==> config.mk <==
export PLATFORM = sky130hd
export DESIGN_NAME = orthogonal_polynomial_eval
export DESIGN_NICKNAME = d
export VERILOG_FILES = /design/src/design/opeval_pkg.sv /design/src/design/orthogonal_polynomial_eval.sv /design/src/design/opeval_mul.sv /design/src/design/opeval_dp.sv /design/src/design/opeval_ctrl.sv
export SDC_FILE = /design/constraint.sdc
export NUM_CORES = 2
export LEC_CHECK = 0
export BUFFER_PORTS_ARGS = -buffer_cell sky130_fd_sc_hd__buf_2
export CAP_MARGIN = 15
export CORE_MARGIN = 1.5
export CORE_UTILIZATION = 45
export CTS_BUF_LIST = sky130_fd_sc_hd__clkbuf_4 sky130_fd_sc_hd__clkbuf_8
export CTS_CLUSTER_DIAMETER = 60
export DETAILED_ROUTE_END_ITERATION = 10
export GPL_TIMING_DRIVEN = 0
export PLACE_DENSITY = 0.71
export SLEW_MARGIN = 15
export SYNTH_ARGS = -nofsm -noshare
export SYNTH_HDL_FRONTEND = slang
export SYNTH_SLANG_ARGS = --single-unit
==> constraint.sdc <==
create_clock -name clk -period 23.7 [get_ports clk]
set_input_delay 2.37 -clock clk [delete_from_list [all_inputs] [get_ports clk]]
set_output_delay 2.37 -clock clk [all_outputs]
set_load 0.02 [all_outputs]
==> src/design/opeval_pkg.sv <==
package opeval_pkg;

  localparam int MAX_DEGREE_DEF = 16;
  localparam int STEP_W = 3;

  localparam logic [2:0] FAM_LEGENDRE = 3'd0;
  localparam logic [2:0] FAM_LAGUERRE = 3'd1;
  localparam logic [2:0] FAM_HERMITE  = 3'd2;
  localparam logic [2:0] FAM_CHEB1    = 3'd3;
  localparam logic [2:0] FAM_CHEB2    = 3'd4;

  localparam logic [63:0] Q_ONE   = 64'h0000_0001_0000_0000;
  localparam logic [63:0] VAL_MAX = 64'h7FFF_FFFF_FFFF_FFFF;
  localparam logic [63:0] VAL_MIN = 64'h8000_0000_0000_0000;

  typedef enum logic [1:0] {
    UOP_MUL,
    UOP_SUB,
    UOP_NEXT
  } uop_kind_t;

  typedef enum logic [2:0] {
    SRC_CUR,
    SRC_PREV,
    SRC_XP,
    SRC_TA,
    SRC_TB
  } src_t;

  typedef enum logic [2:0] {
    COEF_X,
    COEF_2KP1,
    COEF_K,
    COEF_KK,
    COEF_TWO,
    COEF_2K,
    COEF_RECIP
  } coef_t;

  typedef enum logic [1:0] {
    SH_0,
    SH_24,
    SH_32
  } shift_t;

  typedef enum logic [1:0] {
    DST_XP,
    DST_TA,
    DST_TB
  } dest_t;

  typedef struct packed {
    uop_kind_t kind;
    src_t      src_a;
    src_t      src_b;
    coef_t     coef;
    shift_t    shift;
    dest_t     dest;
  } uop_t;

  typedef struct packed {
    logic load;
    logic mul_go;
    logic mul_wr;
    logic sub_en;
    logic adv;
    logic deliver;
  } cmd_t;

  typedef struct packed {
    uop_kind_t kind;
    logic      loop_done;
    logic      mul_done;
    logic      out_free;
  } sts_t;

  function automatic uop_t mk_mul(src_t src, coef_t coef, shift_t sh, dest_t dst);
    uop_t u;
    u.kind  = UOP_MUL;
    u.src_a = src;
    u.src_b = SRC_TB;
    u.coef  = coef;
    u.shift = sh;
    u.dest  = dst;
    return u;
  endfunction

  function automatic uop_t mk_sub(src_t a, src_t b);
    uop_t u;
    u.kind  = UOP_SUB;
    u.src_a = a;
    u.src_b = b;
    u.coef  = COEF_X;
    u.shift = SH_0;
    u.dest  = DST_TA;
    return u;
  endfunction

  function automatic uop_t mk_next();
    uop_t u;
    u.kind  = UOP_NEXT;
    u.src_a = SRC_TA;
    u.src_b = SRC_TB;
    u.coef  = COEF_X;
    u.shift = SH_0;
    u.dest  = DST_TA;
    return u;
  endfunction

  // Micro-programme for one step of the recurrence of each family.
  function automatic uop_t uop_lookup(logic [2:0] fam, logic [STEP_W-1:0] step);
    uop_t u;
    u = mk_next();
    if (step == '0) begin
      u = mk_mul(SRC_CUR, COEF_X, SH_24, DST_XP);
    end else begin
      case (fam)
        FAM_LEGENDRE: begin
          case (step)
            3'd1:    u = mk_mul(SRC_XP, COEF_2KP1, SH_0, DST_TA);
            3'd2:    u = mk_mul(SRC_PREV, COEF_K, SH_0, DST_TB);
            3'd3:    u = mk_sub(SRC_TA, SRC_TB);
            3'd4:    u = mk_mul(SRC_TA, COEF_RECIP, SH_32, DST_TA);
            default: u = mk_next();
          endcase
        end
        FAM_LAGUERRE: begin
          case (step)
            3'd1:    u = mk_mul(SRC_CUR, COEF_2KP1, SH_0, DST_TA);
            3'd2:    u = mk_sub(SRC_XP, SRC_TA);
            3'd3:    u = mk_mul(SRC_PREV, COEF_KK, SH_0, DST_TB);
            3'd4:    u = mk_sub(SRC_TA, SRC_TB);
            default: u = mk_next();
          endcase
        end
        FAM_HERMITE: begin
          case (step)
            3'd1:    u = mk_mul(SRC_XP, COEF_TWO, SH_0, DST_TA);
            3'd2:    u = mk_mul(SRC_PREV, COEF_2K, SH_0, DST_TB);
            3'd3:    u = mk_sub(SRC_TA, SRC_TB);
            default: u = mk_next();
          endcase
        end
        default: begin
          case (step)
            3'd1:    u = mk_mul(SRC_XP, COEF_TWO, SH_0, DST_TA);
            3'd2:    u = mk_sub(SRC_TA, SRC_PREV);
            default: u = mk_next();
          endcase
        end
      endcase
    end
    return u;
  endfunction

endpackage

==> src/design/orthogonal_polynomial_eval.sv <==
// Evaluates a Legendre, monic Laguerre, Hermite or Chebyshev polynomial of
// a requested degree at a Q8.24 argument and returns a saturated Q32.32 value.
// Requests arrive on the in_valid/in_ready channel; a transfer carries
// req_type, degree and x_value. Results leave on the out_valid/out_ready
// channel as poly_value and overflow, one per request, in request order.
// The block works on one request at a time. A request of degree n runs the
// recurrence n - 1 times; degree 0 or 1 and unused family codes skip it.
// Every product of the recurrence goes through the single 32 by 32
// multiplier. The result waits in an output register, so the next request
// is taken while it is still held; if the receiver stalls, the following
// result waits in the datapath, with the controller in its finish state,
// until the register frees.
// Reset empties the output register and returns the controller to idle.
module orthogonal_polynomial_eval #(
  parameter int MAX_DEGREE = opeval_pkg::MAX_DEGREE_DEF
) (
  input  logic                clk,
  input  logic                rst,
  input  logic                in_valid,
  output logic                in_ready,
  input  logic [2:0]          req_type,
  input  logic [4:0]          degree,
  input  logic signed [31:0]  x_value,
  output logic                out_valid,
  input  logic                out_ready,
  output logic signed [63:0]  poly_value,
  output logic                overflow
);
  import opeval_pkg::*;

  cmd_t cmd;
  sts_t sts;

  opeval_ctrl u_ctrl (
    .clk      (clk),
    .rst      (rst),
    .in_valid (in_valid),
    .in_ready (in_ready),
    .sts      (sts),
    .cmd      (cmd)
  );

  opeval_dp #(
    .MAX_DEGREE (MAX_DEGREE)
  ) u_dp (
    .clk        (clk),
    .rst        (rst),
    .cmd        (cmd),
    .sts        (sts),
    .req_type   (req_type),
    .degree     (degree),
    .x_value    (x_value),
    .out_valid  (out_valid),
    .out_ready  (out_ready),
    .poly_value (poly_value),
    .overflow   (overflow)
  );

endmodule

==> src/design/opeval_mul.sv <==
module opeval_mul (
  input  logic                 clk,
  input  logic                 rst,
  input  logic                 go,
  input  logic [63:0]          a,
  input  logic [31:0]          b_mag,
  input  logic                 b_neg,
  input  opeval_pkg::shift_t   shift,
  output logic                 done,
  output logic [63:0]          res,
  output logic                 ovf
);
  import opeval_pkg::*;

  typedef enum logic [4:0] {
    M_IDLE = 5'b00001,
    M_LO   = 5'b00010,
    M_HI   = 5'b00100,
    M_ADD  = 5'b01000,
    M_SAT  = 5'b10000
  } mstate_t;

  mstate_t     state;
  mstate_t     state_next;
  logic [63:0] ma;
  logic [31:0] mb;
  logic        neg;
  shift_t      sh;
  logic [63:0] pl;
  logic [64:0] plh;
  logic [63:0] ph;
  logic [63:0] m;
  logic        m_hi;

  logic [31:0] mul_lhs;
  logic [63:0] prod;
  logic [64:0] half;
  logic [64:0] sum;
  logic [96:0] full;
  logic [63:0] m_sel;
  logic        m_hi_sel;

  assign mul_lhs = (state == M_LO) ? ma[31:0] : ma[63:32];
  assign prod    = mul_lhs * mb;

  always_comb begin
    case (sh)
      SH_24:   half = 65'd1 << 23;
      SH_32:   half = 65'd1 << 31;
      default: half = '0;
    endcase
  end

  assign sum  = {1'b0, ph} + {32'd0, plh[64:32]};
  assign full = {sum, plh[31:0]};

  always_comb begin
    case (sh)
      SH_24: begin
        m_sel    = full[87:24];
        m_hi_sel = |full[96:88];
      end
      SH_32: begin
        m_sel    = full[95:32];
        m_hi_sel = full[96];
      end
      default: begin
        m_sel    = full[63:0];
        m_hi_sel = |full[96:64];
      end
    endcase
  end

  always_comb begin
    state_next = state;
    case (state)
      M_IDLE:  if (go) state_next = M_LO;
      M_LO:    state_next = M_HI;
      M_HI:    state_next = M_ADD;
      M_ADD:   state_next = M_SAT;
      M_SAT:   state_next = M_IDLE;
      default: state_next = M_IDLE;
    endcase
  end

  always_ff @(posedge clk) begin
    if (rst) begin
      state <= M_IDLE;
    end else begin
      state <= state_next;
    end
  end

  always_ff @(posedge clk) begin
    case (state)
      M_IDLE: begin
        if (go) begin
          ma  <= a[63] ? (64'd0 - a) : a;
          mb  <= b_mag;
          neg <= a[63] ^ b_neg;
          sh  <= shift;
        end
      end
      M_LO: begin
        pl <= prod;
      end
      M_HI: begin
        ph  <= prod;
        plh <= {1'b0, pl} + half;
      end
      M_ADD: begin
        m    <= m_sel;
        m_hi <= m_hi_sel;
      end
      default: begin
      end
    endcase
  end

  always_comb begin
    if (neg) begin
      ovf = m_hi | (m[63] & (|m[62:0]));
      res = ovf ? VAL_MIN : (64'd0 - m);
    end else begin
      ovf = m_hi | m[63];
      res = ovf ? VAL_MAX : m;
    end
  end

  assign done = (state == M_SAT);

  a_go_done: assert property (@(posedge clk) disable iff (rst)
    (go && state == M_IDLE) |-> ##4 done)
    else $error("multiplier result not ready four cycles after start");

endmodule

==> src/design/opeval_dp.sv <==
module opeval_dp #(
  parameter int MAX_DEGREE = opeval_pkg::MAX_DEGREE_DEF
) (
  input  logic                clk,
  input  logic                rst,
  input  opeval_pkg::cmd_t    cmd,
  output opeval_pkg::sts_t    sts,
  input  logic [2:0]          req_type,
  input  logic [4:0]          degree,
  input  logic signed [31:0]  x_value,
  output logic                out_valid,
  input  logic                out_ready,
  output logic signed [63:0]  poly_value,
  output logic                overflow
);
  import opeval_pkg::*;

  localparam int KW = $clog2(MAX_DEGREE + 1);

  logic [2:0]        fam;
  logic [KW-1:0]     n;
  logic [KW-1:0]     k;
  logic [31:0]       xs;
  logic [63:0]       prev;
  logic [63:0]       cur;
  logic [63:0]       xp;
  logic [63:0]       ta;
  logic [63:0]       tb;
  logic [STEP_W-1:0] step;
  logic              ov;

  logic [31:0]       recip_tbl [MAX_DEGREE+1];
  uop_t              uop;
  logic [63:0]       op_a;
  logic [63:0]       op_b;
  logic [31:0]       xs_mag;
  logic [31:0]       b_mag;
  logic              b_neg;
  logic [2*KW-1:0]   k_sq;
  logic [KW-1:0]     k_inc;
  logic [64:0]       diff;
  logic              sub_ov;
  logic [63:0]       sub_res;
  logic              mul_done;
  logic [63:0]       mul_res;
  logic              mul_ovf;
  logic [63:0]       xq;
  logic [63:0]       cur_init;
  logic [KW-1:0]     n_clamp;

  for (genvar g = 0; g <= MAX_DEGREE; g++) begin : g_recip
    localparam longint unsigned Div = (g < 2) ? 2 : g;
    localparam longint unsigned RecipVal = ((64'd1 << 32) + Div / 2) / Div;
    assign recip_tbl[g] = RecipVal[31:0];
  end

  assign uop    = uop_lookup(fam, step);
  assign k_sq   = k * k;
  assign k_inc  = k + KW'(1);
  assign xs_mag = xs[31] ? (32'd0 - xs) : xs;

  always_comb begin
    case (uop.src_a)
      SRC_CUR:  op_a = cur;
      SRC_PREV: op_a = prev;
      SRC_XP:   op_a = xp;
      SRC_TA:   op_a = ta;
      SRC_TB:   op_a = tb;
      default:  op_a = cur;
    endcase
  end

  always_comb begin
    case (uop.src_b)
      SRC_CUR:  op_b = cur;
      SRC_PREV: op_b = prev;
      SRC_XP:   op_b = xp;
      SRC_TA:   op_b = ta;
      SRC_TB:   op_b = tb;
      default:  op_b = tb;
    endcase
  end

  always_comb begin
    b_neg = 1'b0;
    case (uop.coef)
      COEF_X: begin
        b_mag = xs_mag;
        b_neg = xs[31];
      end
      COEF_2KP1:  b_mag = 32'({k, 1'b1});
      COEF_K:     b_mag = 32'(k);
      COEF_KK:    b_mag = 32'(k_sq);
      COEF_TWO:   b_mag = 32'd2;
      COEF_2K:    b_mag = 32'({k, 1'b0});
      COEF_RECIP: b_mag = recip_tbl[k_inc];
      default:    b_mag = 32'd0;
    endcase
  end

  assign diff    = {op_a[63], op_a} - {op_b[63], op_b};
  assign sub_ov  = diff[64] != diff[63];
  assign sub_res = sub_ov ? (op_a[63] ? VAL_MIN : VAL_MAX) : diff[63:0];

  opeval_mul u_mul (
    .clk   (clk),
    .rst   (rst),
    .go    (cmd.mul_go),
    .a     (op_a),
    .b_mag (b_mag),
    .b_neg (b_neg),
    .shift (uop.shift),
    .done  (mul_done),
    .res   (mul_res),
    .ovf   (mul_ovf)
  );

  assign xq = {{24{x_value[31]}}, x_value, 8'd0};

  always_comb begin
    case (req_type)
      FAM_LAGUERRE: cur_init = xq - Q_ONE;
      FAM_HERMITE:  cur_init = {xq[62:0], 1'b0};
      FAM_CHEB2:    cur_init = {xq[62:0], 1'b0};
      default:      cur_init = xq;
    endcase
  end

  assign n_clamp = (32'(degree) > 32'(MAX_DEGREE)) ? KW'(MAX_DEGREE) : KW'(degree);

  always_ff @(posedge clk) begin
    if (cmd.load) begin
      fam  <= req_type;
      xs   <= x_value;
      prev <= Q_ONE;
      k    <= KW'(1);
      step <= '0;
      ov   <= 1'b0;
      if (req_type > FAM_CHEB2) begin
        cur <= '0;
        n   <= '0;
      end else if (degree == 5'd0) begin
        cur <= Q_ONE;
        n   <= '0;
      end else begin
        cur <= cur_init;
        n   <= n_clamp;
      end
    end
    if (cmd.sub_en) begin
      ta   <= sub_res;
      ov   <= ov | sub_ov;
      step <= step + STEP_W'(1);
    end
    if (cmd.mul_wr) begin
      case (uop.dest)
        DST_XP:  xp <= mul_res;
        DST_TA:  ta <= mul_res;
        DST_TB:  tb <= mul_res;
        default: begin
        end
      endcase
      ov   <= ov | mul_ovf;
      step <= step + STEP_W'(1);
    end
    if (cmd.adv) begin
      prev <= cur;
      cur  <= ta;
      k    <= k_inc;
      step <= '0;
    end
  end

  always_ff @(posedge clk) begin
    if (rst) begin
      out_valid <= 1'b0;
    end else if (cmd.deliver) begin
      out_valid <= 1'b1;
    end else if (out_ready) begin
      out_valid <= 1'b0;
    end
  end

  always_ff @(posedge clk) begin
    if (cmd.deliver) begin
      poly_value <= cur;
      overflow   <= ov;
    end
  end

  assign sts.kind      = uop.kind;
  assign sts.loop_done = k >= n;
  assign sts.mul_done  = mul_done;
  assign sts.out_free  = !out_valid || out_ready;

  a_deliver_free: assert property (@(posedge clk) disable iff (rst)
    cmd.deliver |-> (!out_valid || out_ready))
    else $error("result written over one not yet transferred");

  a_k_bound: assert property (@(posedge clk) disable iff (rst)
    cmd.adv |=> (k <= n))
    else $error("recurrence index ran past the degree");

endmodule

==> src/design/opeval_ctrl.sv <==
module opeval_ctrl (
  input  logic              clk,
  input  logic              rst,
  input  logic              in_valid,
  output logic              in_ready,
  input  opeval_pkg::sts_t  sts,
  output opeval_pkg::cmd_t  cmd
);
  import opeval_pkg::*;

  typedef enum logic [3:0] {
    S_IDLE   = 4'b0001,
    S_RUN    = 4'b0010,
    S_MWAIT  = 4'b0100,
    S_FINISH = 4'b1000
  } state_t;

  state_t state;
  state_t state_next;

  assign in_ready = (state == S_IDLE);

  always_comb begin
    state_next = state;
    cmd        = '0;
    case (state)
      S_IDLE: begin
        if (in_valid) begin
          cmd.load   = 1'b1;
          state_next = S_RUN;
        end
      end
      S_RUN: begin
        if (sts.loop_done) begin
          state_next = S_FINISH;
        end else begin
          case (sts.kind)
            UOP_MUL: begin
              cmd.mul_go = 1'b1;
              state_next = S_MWAIT;
            end
            UOP_SUB:  cmd.sub_en = 1'b1;
            UOP_NEXT: cmd.adv = 1'b1;
            default:  cmd.adv = 1'b1;
          endcase
        end
      end
      S_MWAIT: begin
        if (sts.mul_done) begin
          cmd.mul_wr = 1'b1;
          state_next = S_RUN;
        end
      end
      S_FINISH: begin
        if (sts.out_free) begin
          cmd.deliver = 1'b1;
          state_next  = S_IDLE;
        end
      end
      default: state_next = S_IDLE;
    endcase
  end

  always_ff @(posedge clk) begin
    if (rst) begin
      state <= S_IDLE;
    end else begin
      state <= state_next;
    end
  end

  a_one_at_a_time: assert property (@(posedge clk) disable iff (rst)
    (in_valid && in_ready) |=> !in_ready)
    else $error("second request taken while one is in progress");

endmodule
# == Yosys cells after proc, flatten, opt, wreduce, memory -nomap -nowiden ==
# Memories as Yosys holds them, arrays and structs flattened.
# Index checks and enable logic that the tools add are counted.
# totals
regBits,801
rom_bits,1024
input_bits,44
out_inout_bits,67
n_memories,1
# classes
n_addsub,9
mul,2
order_cmp,4
n_eq_ne,42
muxes,66
bitwise,7
reduce_logical,23
# mem_list
memory,words,width,read_ports,rd_ports_with_merged_regs,write_ports,line_no,source
(no name shown),32,32,1,0,0,opeval_dp.sv:96,COEF_RECIP: b_mag = recip_tbl[k_inc];
# op_table
operator,n
$mux 64,14
$pmux 64 s4,2
$pmux 64 s2,2
$pmux 32 s7,1
$mux 32,4
$sub 1x64->64 const A,2
$pmux 15 s4,2
$pmux 15 s3,2
$add 64x33->65,1
$add 64x65->65,1
$sub 64x64->65,1
$mul 32x32->64,1
$pmux 32 s2,1
$mux 63,1
$reduce_or 63->1,1
$sub 40x34->41 const B,1
$reduce_or 33->1,1
$sub 1x32->32 const A,1
$eq 3x2->1 const B,10
$pmux 15 s2,1
$mux 4,5
$mux 5,4
$pmux 5 s4,1
$eq 3x1->1 const B,6
other kinds (45),87

# == Depth between registers and ports, before layout ==
# logic_depth
word_depth,12
ltp_mapped,35
ltp_nobuf,32

# == By module ==
# A second synthesis with hierarchy kept.
# hier_totals
cells_unflattened,7933
area_unflattened_um2,77505.6
# by_module_without_submodules
mod,instances,cells_each,area_per_inst_um2
opeval_mul,1,5372,52082.5
opeval_dp,1,2521,25079.1
opeval_ctrl,1,40,344.1

# == Worst setup path before layout ==
# No wires, ideal clock.
# synth_timing
path_kind,flip-flop to flip-flop
from,register u_dp.u_mul.state[2]
to,"register u_dp.u_mul.ph[62], data pin"
arrival_ps,10241
path_slack_ps,13190
stages_incl_launch_ff,34
n_path_buf,3
synth_period_minus_slack_ps,10510
path_cell_list,dfxtp_1 -> nor2_1 -> nand3_1 -> inv_1 -> buf_1 -> nand2_1 -> nand2_1 -> clkbuf_1 -> and2_1 -> fa_1 -> fa_1 -> fa_1 -> inv_1 -> fa_1 -> inv_1 -> fa_1 -> inv_1 -> fa_1 -> inv_1 -> fa_1 -> fa_1 -> ha_1 -> clkbuf_1 -> a211oi_1 -> nor2_1 -> a2111oi_0 -> nand3_1 -> a31oi_1 -> o21ai_0 -> a311o_1 -> a31o_2 -> a21oi_1 -> o21ai_0 -> xor2_1
# synth_via
elab_chain_len,3
# synth_rtl
element,line_no,source
from (decl),opeval_mul.sv:23,mstate_t state;
from (signal assigned),opeval_mul.sv:90,state <= state_next;
$eq 5x2->1,opeval_mul.sv:43,assign mul_lhs = (state == M_LO) ? ma[31:0] : ma[63:32];
$mux 32,opeval_mul.sv:43,
$mul 32x32->64,opeval_mul.sv:44,assign prod = mul_lhs * mb;
via u_dp.u_mul.prod[62],opeval_mul.sv:36,logic [63:0] prod;
to (signal assigned),opeval_mul.sv:108,ph <= prod;
to (decl),opeval_mul.sv:31,logic [63:0] ph;
# The timed path passes the listed nets, and every way through them passes these cells.
# A chain may end at the register's enable or synchronous reset.

# == Final worst setup path ==
# layout_timing
from,register u_dp.u_mul.state[4]
to,"register u_dp.u_mul.ph[56], data pin"
# Same word-level chain as after synthesis.

==> metrics <==
grt ovf=0; Post-CTS Setup Bufs=0; largest net degree at the start of global routing=66; via count=between 60000 and 70000; Initial Utilization=a little under half; most frequent cells after synthesis=nand2_1, inv_1, fa_1; Layout Skew=between 0.07 and 0.08 ns; EDFF count, synth=a little over 700; nets@finish=about 9700; most common cell in the netlist=nand2_1; Fin Setup TNS=0 ns; Die X=420 um; YS warnings=0; synthesized net count=between 9000 and 10000; max-slew violation count=0; CTS sink cnt=about 800; area leader, netlist=edfxtp_1; CTS tree=yes; CP most frequent cell=fa_1; PortBufs=110; path category of the worst min-delay check=flop to flop; TritonCTS Buffers=about 150; initial antenna violation count=35; delay of the slowest critical-path stage=0.97 ns; Setup Crit Path Kind=flop to flop; GRT Util Overall=36.6%; RSZ-0062 raised after global routing=false; Hold Vio Cnt, Final=0; Async S/R FF share, synth=0%; Post-CTS Resized=0; Worst EP required=~24 ns; Die ar.=177000 um2; Residual DRC=0; wire per inst=30.0 um; total core area=between 150000 and 200000 um2; DP Area=82400 um2; register bit count reported by yosys=around 800; initial detailed-routing violation count=a little over 9000; gpl congestion=1.08; buffer levels on the longest clock path=3; number of global-route vias before repair=between 60000 and 70000; Worst path slowest cell=a31oi_1; Worst-path clk slew=roughly 0.060 ns; Post-Syn Instances=8111; Finished Cell Area=approximately 86000 um2; sequential share of the synthesized area=between 20 and 30%; library cells used by synthesis=94; Slew headroom=between 6 and 7%; Worst Tran Pin Value=around 1.4 ns; CTS Root Cell=clkbuf_8; vias per cell=roughly 6.2; Core Rows=roughly 150; largest delay contributor family on the critical path=adder cells; Critical Path Sink Type=flop; # IOs=between 100 and 150; Period Utilization, post-route=between 50% and 60%; Mapped Area=about 78000 um2; DP Wirelength=between 200000 and 300000 um; layout cells sized above 1=6.04%; Mean Syn Cell Area=~9.7 um2; outcome=finished, final reports clean; final number of setup-violating endpoints=0; Arr. time, crit path=roughly 14 ns; Synth area leaders=edfxtp_1, fa_1, ha_1, and2_1, nand2_1; first-pass GRT wire length=roughly 460000 um; post-layout minimum cycle time=roughly 13 ns; # Max-Cap Violations=0; CTS hold repair buffers=0; CP Launch Type=flop; final WL=~330000 um; crit-path max FO=10; P&R area growth vs syn=9.26%; die extent in y=~420 um; Worst-Skew Late Latency=0.92 ns; FMAX=between 70 and 80 MHz; post-route ant nets=0; dominant synthesized flop cell=edfxtp_1; First-pass DRT Iterations=9; H-tree lvl count=4; Yosys top cell area share=between 20% and 30%; Crit path buffers/inverters=8; WHS=around 0.41 ns
## cell usage in the layout, fill, tap and decap left out, types with 63 or more instances in the layout
cell type | synthesis | layout
dfxtp_1 | 77 | 77
fa_1 | 900 | 900
a21o_1 | 130 | 130
nand4_1 | 63 | 63
ha_1 | 400 | 400
xor2_1 | 133 | 133
nand3_1 | 145 | 145
o22a_1 | 71 | 71
a22oi_1 | 72 | 72
and3_1 | 130 | 130
and2_1 | 643 | 643
buf_2 | 21 | 137
a21oi_1 | 335 | 334
nor2_1 | 287 | 284
xnor2_1 | 193 | 189
clkbuf_8 | 0 | 154
nor3_1 | 130 | 128
clkbuf_1 | 425 | 421
a31oi_1 | 68 | 68
edfxtp_1 | 724 | 724
o21ai_0 | 380 | 376
nand2_1 | 1057 | 1056
inv_1 | 969 | 967
## area by class of cell
type                    instances  area, um2
diodes                         10       25.0
plain buffers                 474       1860
clock buffers                 196       2430
clock inverters                70        656
fillers                     16200      86700
inverters                     969       3640
multi-input cells            5867      49700
flip-flops and latches        801      23300
well taps                    2310       2890
repair buffers                146       1060
## sequential cells by signal, indices dropped and copies added (netlist names), 4 cells and up
signal,flops
u_dp.u_mul.plh,65
u_dp.cur,64
u_dp.poly_value,64
u_dp.prev,64
u_dp.ta,64
u_dp.tb,64
u_dp.u_mul.m,64
u_dp.u_mul.ma,64
u_dp.u_mul.ph,64
u_dp.u_mul.pl,64
u_dp.xp,64
u_dp.u_mul.mb,32
u_dp.xs,32
u_dp.k,5
u_dp.n,5
u_dp.u_mul.state,5
u_ctrl.state,4
## metrics by stage
stage | instances | utilization (%) | setup slack, ns
after detailed placement | 10600 | 47.8 | 11.15
after CTS | 10800 | 49.6 | 11.03
after global routing | 10800 | 49.7 | 10.24
after global placement | 10500 | 47.4 | 8.66
after floorplan | 8111 | - | 13.19
final | 10800 | 49.7 | 10.64
## layer usage
metal | wire length (um) | share of wire (%) | GRT usage [%] | up-vias
met5 | 149 | 0.046 | 0 | -
met4 | 20800 | 6.4 | 19.6 | 22
met3 | 43000 | 13 | 10.9 | 914
met2 | 136000 | 42 | 53.3 | 4618
met1 | 125000 | 38 | 49.0 | 33300
li1 | - | - | - | 28000
## cell families (layout without fill, tap and decap cells)
family | count (synthesis) | after routing | synth area share, %
AND/OR/NAND/NOR | 2713 | 2713 | 17.2
AO/OA/AOI/OAI | 1476 | 1476 | 12.3
buffers and inverters | 1443 | 1855 | 7.01
adder cells (fa/ha/maj) | 1300 | 1300 | 29.4
flip-flops | 801 | 801 | 29.7
XOR/XNOR | 326 | 326 | 3.65
multiplexers | 52 | 52 | 0.679
other | 0 | 10 | 0
## worst register-to-register path, delay by kind of cell (launching register included)
| family | cells | cell delay [ns] |
|---|---|---|
| compound gates | 7 | 4.00 |
| fa+ha+maj | 9 | 4.22 |
| buf+inv | 8 | 1.94 |
| flops | 1 | 0.32 |
| simple gates | 9 | 2.24 |
## final timing paths
path	startpoint	to	slack, ns	cells past startpoint
max reg2reg	u_dp.u_mul.state[4]	u_dp.u_mul.ph[56]	10.64	33
min reg2reg	u_dp.u_mul.pl[10]	u_dp.u_mul.plh[10]	0.41	0
max	u_dp.u_mul.state[4]	u_dp.u_mul.ph[56]	10.64	33
min	u_dp.u_mul.pl[10]	u_dp.u_mul.plh[10]	0.41	0
Power is not shown: default switching activity piles up to over one toggle a cycle in this logic, so the estimate is an artifact.
